===== src/hdl/wes_pkg.sv =====
// Package: shared constants and types for the wheel encoder speed tracker.
`timescale 1ns / 1ps
package wes_pkg;
  localparam int NUM_WHEELS_DEF   = 4;
  localparam int FILTER_DEPTH_DEF = 4;
  localparam int CFG_W            = 16;
  localparam int CFG_IDX_W        = 3;
  localparam int MS_PER_MIN       = 60000;
  localparam int MIN_DT_MS        = 2;

  localparam logic [CFG_IDX_W-1:0] REG_ENABLE  = 3'd0;
  localparam logic [CFG_IDX_W-1:0] REG_CPR     = 3'd1;
  localparam logic [CFG_IDX_W-1:0] REG_GEAR    = 3'd2;
  localparam logic [CFG_IDX_W-1:0] REG_CIRC    = 3'd3;
  localparam logic [CFG_IDX_W-1:0] REG_TIMEOUT = 3'd4;

  typedef struct packed {
    logic       op;
    logic [1:0] wheel;
    logic signed [15:0] raw_count;
    logic [31:0] now_ms;
  } wes_in_t;

  typedef struct packed {
    logic [1:0] wheel_out;
    logic signed [31:0] total_count;
    logic signed [31:0] rpm_avg_q8;
    logic signed [47:0] distance_q8;
    logic [31:0] last_update_ms;
    logic        stale;
  } wes_out_t;

  // Controller to datapath commands
  typedef struct packed {
    logic load;       // capture input, do state update part one
    logic rpm_start;  // start rpm division
    logic dist_start; // start distance division
    logic sum_step;   // accumulate one ring entry
    logic finish;     // commit rpm average / form result
  } wes_cmd_t;

  // Datapath to controller status
  typedef struct packed {
    logic need_rpm;
    logic div_done;
    logic sum_last;
  } wes_sts_t;
endpackage


===== src/hdl/wes_ctrl.sv =====
// Controller: sequences load, rpm division, ring averaging and distance division.
`timescale 1ns / 1ps
module wes_ctrl (
  input  logic              clk,
  input  logic              rst,
  input  logic              in_valid,
  output logic              in_ready,
  output logic              out_valid,
  input  logic              out_ready,
  input  wes_pkg::wes_sts_t sts,
  output wes_pkg::wes_cmd_t cmd
);
  import wes_pkg::*;

  localparam logic [2:0] S_IDLE = 3'd0;
  localparam logic [2:0] S_RPM  = 3'd1;
  localparam logic [2:0] S_SUM  = 3'd2;
  localparam logic [2:0] S_FIN  = 3'd3;
  localparam logic [2:0] S_DIST = 3'd4;
  localparam logic [2:0] S_OUT  = 3'd5;
  localparam logic [2:0] S_LOAD = 3'd6;

  logic [2:0] state;
  logic [2:0] state_next;

  assign in_ready  = (state == S_IDLE);
  assign out_valid = (state == S_OUT);

  // Next state and commands
  always_comb begin
    state_next = state;
    cmd = '0;
    case (state)
      S_IDLE: if (in_valid) begin
        cmd.load = 1'b1;
        state_next = S_LOAD;
      end
      S_LOAD: begin
        if (sts.need_rpm) begin
          cmd.rpm_start = 1'b1;
          state_next = S_RPM;
        end else begin
          cmd.dist_start = 1'b1;
          state_next = S_DIST;
        end
      end
      S_RPM: if (sts.div_done) begin
        cmd.sum_step = 1'b1;
        state_next = S_SUM;
      end
      S_SUM: begin
        if (sts.sum_last) begin
          cmd.finish = 1'b1;
          state_next = S_FIN;
        end else begin
          cmd.sum_step = 1'b1;
        end
      end
      S_FIN: begin
        cmd.dist_start = 1'b1;
        state_next = S_DIST;
      end
      S_DIST: if (sts.div_done) state_next = S_OUT;
      S_OUT: if (out_ready) state_next = S_IDLE;
      default: state_next = S_IDLE;
    endcase
  end

  always_ff @(posedge clk) begin
    if (rst) state <= S_IDLE;
    else state <= state_next;
  end

`ifndef SYNTHESIS
  a_no_in_busy: assert property (@(posedge clk) disable iff (rst)
    (state != S_IDLE) |-> !in_ready) else $error("input taken while busy");
  a_load_next: assert property (@(posedge clk) disable iff (rst)
    (in_valid && in_ready) |=> (state == S_LOAD)) else $error("load missing");
  a_out_hold: assert property (@(posedge clk) disable iff (rst)
    (out_valid && !out_ready) |=> out_valid) else $error("result dropped");
`endif
endmodule


===== config.mk =====
export PLATFORM = sky130hd
export DESIGN_NAME = wes_ctrl
export DESIGN_NICKNAME = d
export VERILOG_FILES = /design/src/hdl/wes_pkg.sv /design/src/hdl/wes_ctrl.sv
export SDC_FILE = /design/constraint.sdc
export NUM_CORES = 1
export LEC_CHECK = 0
export BUFFER_PORTS_ARGS = -buffer_cell sky130_fd_sc_hd__buf_2
export CAP_MARGIN = 20
export CORE_AREA = 2 2 39 41
export DETAILED_ROUTE_END_ITERATION = 8
export DIE_AREA = 0 0 41 43
export PLACE_DENSITY = 0.43
export SYNTH_ARGS = -nofsm -noshare
export SYNTH_HDL_FRONTEND = slang
export SYNTH_SLANG_ARGS = --single-unit

===== constraint.sdc =====
create_clock -name clk -period 1.4 [get_ports clk]
set_input_delay 0.21 -clock clk [delete_from_list [all_inputs] [get_ports clk]]
set_output_delay 0.21 -clock clk [all_outputs]
set_load 0.05 [all_outputs]

==> out/metrics.cfg <==
[clock_tree]
numCtsBuffers=3
cts_sinks=3
cts_tree=built
worstSkewPairLatency_ps=230
clockBufferDepth=2
clkTransAtPathRegs_ps=40
cts_hold_buffers=0
root_buffer=clkbuf_4
h-tree-depth=1

[drt]
post_drt_wl_per_cell_um=10.5
drc=0
dr.pass1.iters=4
antenna_left=0
via_per_inst=4.61
drtIter0Drc=1
routed_wl_um=840
via_count=369

[worst_setup_path]
reg2reg_depth=5
critical_path_required_ps=1190
r2r_end=state[0]$_SDFFE_PP0P_
crit_fanout=6
critPathArrivalTime_ps=1270
critPathKind=register to primary output
setup.worst_path.start_class=register
r2r_slack_ps=-20
end_kind=primary output
r2r_start=state[0]$_SDFFE_PP0P_

[layout]
n_antenna_cell=0
areaGrowthSynthToFinish_pct=117
biggestRegsByFlops=state x3
final_cell_mix=buf_4 (14), buf_6 (7), buf_2 (6)
top_register=state
n_fill_cell=145
drive_above_1_share_pct=65.6
final_common_cell=buf_4
fin_nets=72
fin_cells=80
largest_register_ffs=3
fin_area_um2=609

[sta]
min_period_over_period_pct=106
period_minus_slack_ps=1480
setup-tns-final_ps=-96.1
finalHoldViolations=0
worst_clock_skew_ps=2.04
setup_viol=2
slew_headroom_pct=76.3
hold_ws_ps=172
slew_viol_final=0
layout_setup_ws_ps=-80.4
rsz0062_at_grt=yes
clock.fmax_ghz=0.676
tightest_slew_ps=351

[die]
chipHeight_um=43
dieArea_mm2=0.00176
num_io_pins=14
initial_core_util_pct=20.3
design.core.area_mm2=0.00138
die_x_um=41
row_count=14

[flow_run]
maxCapViolCount=0

[global_route]
grt_max_degree=8
grt_usage_pct=11.5
antenna_found_initial=0
gr-total-overflow=0
grt_pass1_vias=353
grt_pass1_wl_um=1420

[logic_synthesis]
netlist_instances=35
synth.distinct_cells=26
avgSynthCellArea_um2=8.01
seq_area_frac_synth_pct=21.4
synth_fp_nets=42
syn_area_um2=280
ys_ff_latch=3
yosys_warnings=0

[power]
p_leak_nw=0.272
power.density_mw_per_mm2=2600
irDropWorstVdd_uv=1130

[hold_path]
min_path_type=primary input to register
min_from=rst
hold_end=state[0]$_SDFFE_PP0P_
hold_depth=2

[place]
dp_cells=69
placed_area_um2=459
portBuffers=13
pre_cts_slack_ps=45.7
dpl.hpwl_um=566
gp_congestion=0.676

[status]
run_status=finished, violations left
violations=setup timing

## cell families (layout without fill, tap and decap cells)
group | after synthesis | count (layout) | share of synthesized area [%]
buffers and inverters | 4 | 33 | 5.80
and+or+nand+nor | 15 | 15 | 40.2
AOI/OAI and AO/OA | 12 | 12 | 29.0
DFF | 3 | 3 | 21.4
muxes | 1 | 1 | 3.57
## layer usage
layer / up-vias / share of wire [%] / GRT usage, %
met4: 0 / 0 / 6.00
li1: 191 / - / -
met5: - / 0 / 0
met1: 169 / 44 / 15.0
met2: 9 / 51 / 17.5
met3: 0 / 4.9 / 1.57
## what timing repair did
item                       in CTS  in global routing
pin swaps                       1                  0
buffers inserted                6                  1
setup endpoints to repair       7                  8
gates resized for setup        21                  3
## worst max-delay path by stage
stage	startpoint	endpoint	slack, ps	depth (start not counted)
floorplan	state[2]$_SDFFE_PP0P_	cmd[4]	-110	3
global placement	state[0]$_SDFFE_PP0P_	state[0]$_SDFFE_PP0P_	30	5
detailed placement	state[1]$_SDFFE_PP0P_	cmd[1]	50	3
CTS	state[1]$_SDFFE_PP0P_	cmd[1]	-100	3
global route	state[1]$_SDFFE_PP0P_	cmd[1]	-120	3
finish	state[0]$_SDFFE_PP0P_	cmd[1]	-80	3
## stage by stage
stage,power (W),util (%)
detailed placement,0.00113,33.2
finish,0.00158,44.0
floorplan,0.000943,-
global route,0.00171,44.0
global placement,0.00114,33.2
CTS,0.00156,43.0
## critical path, stage by stage, from the launching register on
cell,delay [ps]
dfxtp_4,360
or3b_4,380
a21oi_4,130
buf_6,170
## cell type report
class	instances	area [µm²]	area share, %
Clock buffer	4	26.3	4.31
Inverter	1	3.75	0.616
Multi-Input combinational cell	28	259	42.5
Sequential cell	3	71.3	11.7
Tap cell	16	20.0	3.29
Timing Repair Buffer	28	229	37.6
## power by group
| part | leakage, nW | internal [W] | switching, W | total (W) |
|---|---|---|---|---|
| combinational | 0.230 | 0.000618 | 0.000591 | 0.00121 |
| clock | 0.0150 | 0.000107 | 0.0000434 | 0.000150 |
| sequential | 0.0267 | 0.000152 | 0.0000725 | 0.000225 |
## cells in the mapped netlist
master	count	area (µm²)
and4b_1	1	10.0
nand3b_1	1	7.51
or3b_1	1	8.76
a211oi_2	1	12.5
nor4bb_1	1	10.0
buf_2	1	5.00
dfxtp_1	3	60.1
a21oi_1	5	25.0
nor2_1	1	3.75
o21ai_0	1	5.00
nor3b_1	1	7.51
mux2i_1	1	10.0
nor2b_1	2	12.5
nand2b_1	1	6.26
clkbuf_1	2	7.51
inv_1	1	3.75
o21bai_1	1	7.51
nor3_1	1	5.00
o21a_1	1	7.51
a21o_1	1	7.51
and2_1	1	6.26
a211oi_1	1	7.51
or3b_2	1	8.76
a311oi_1	1	8.76
and3b_1	1	8.76
nor4b_1	2	17.5
No activity file was read; power rests on OpenSTA's default activity.
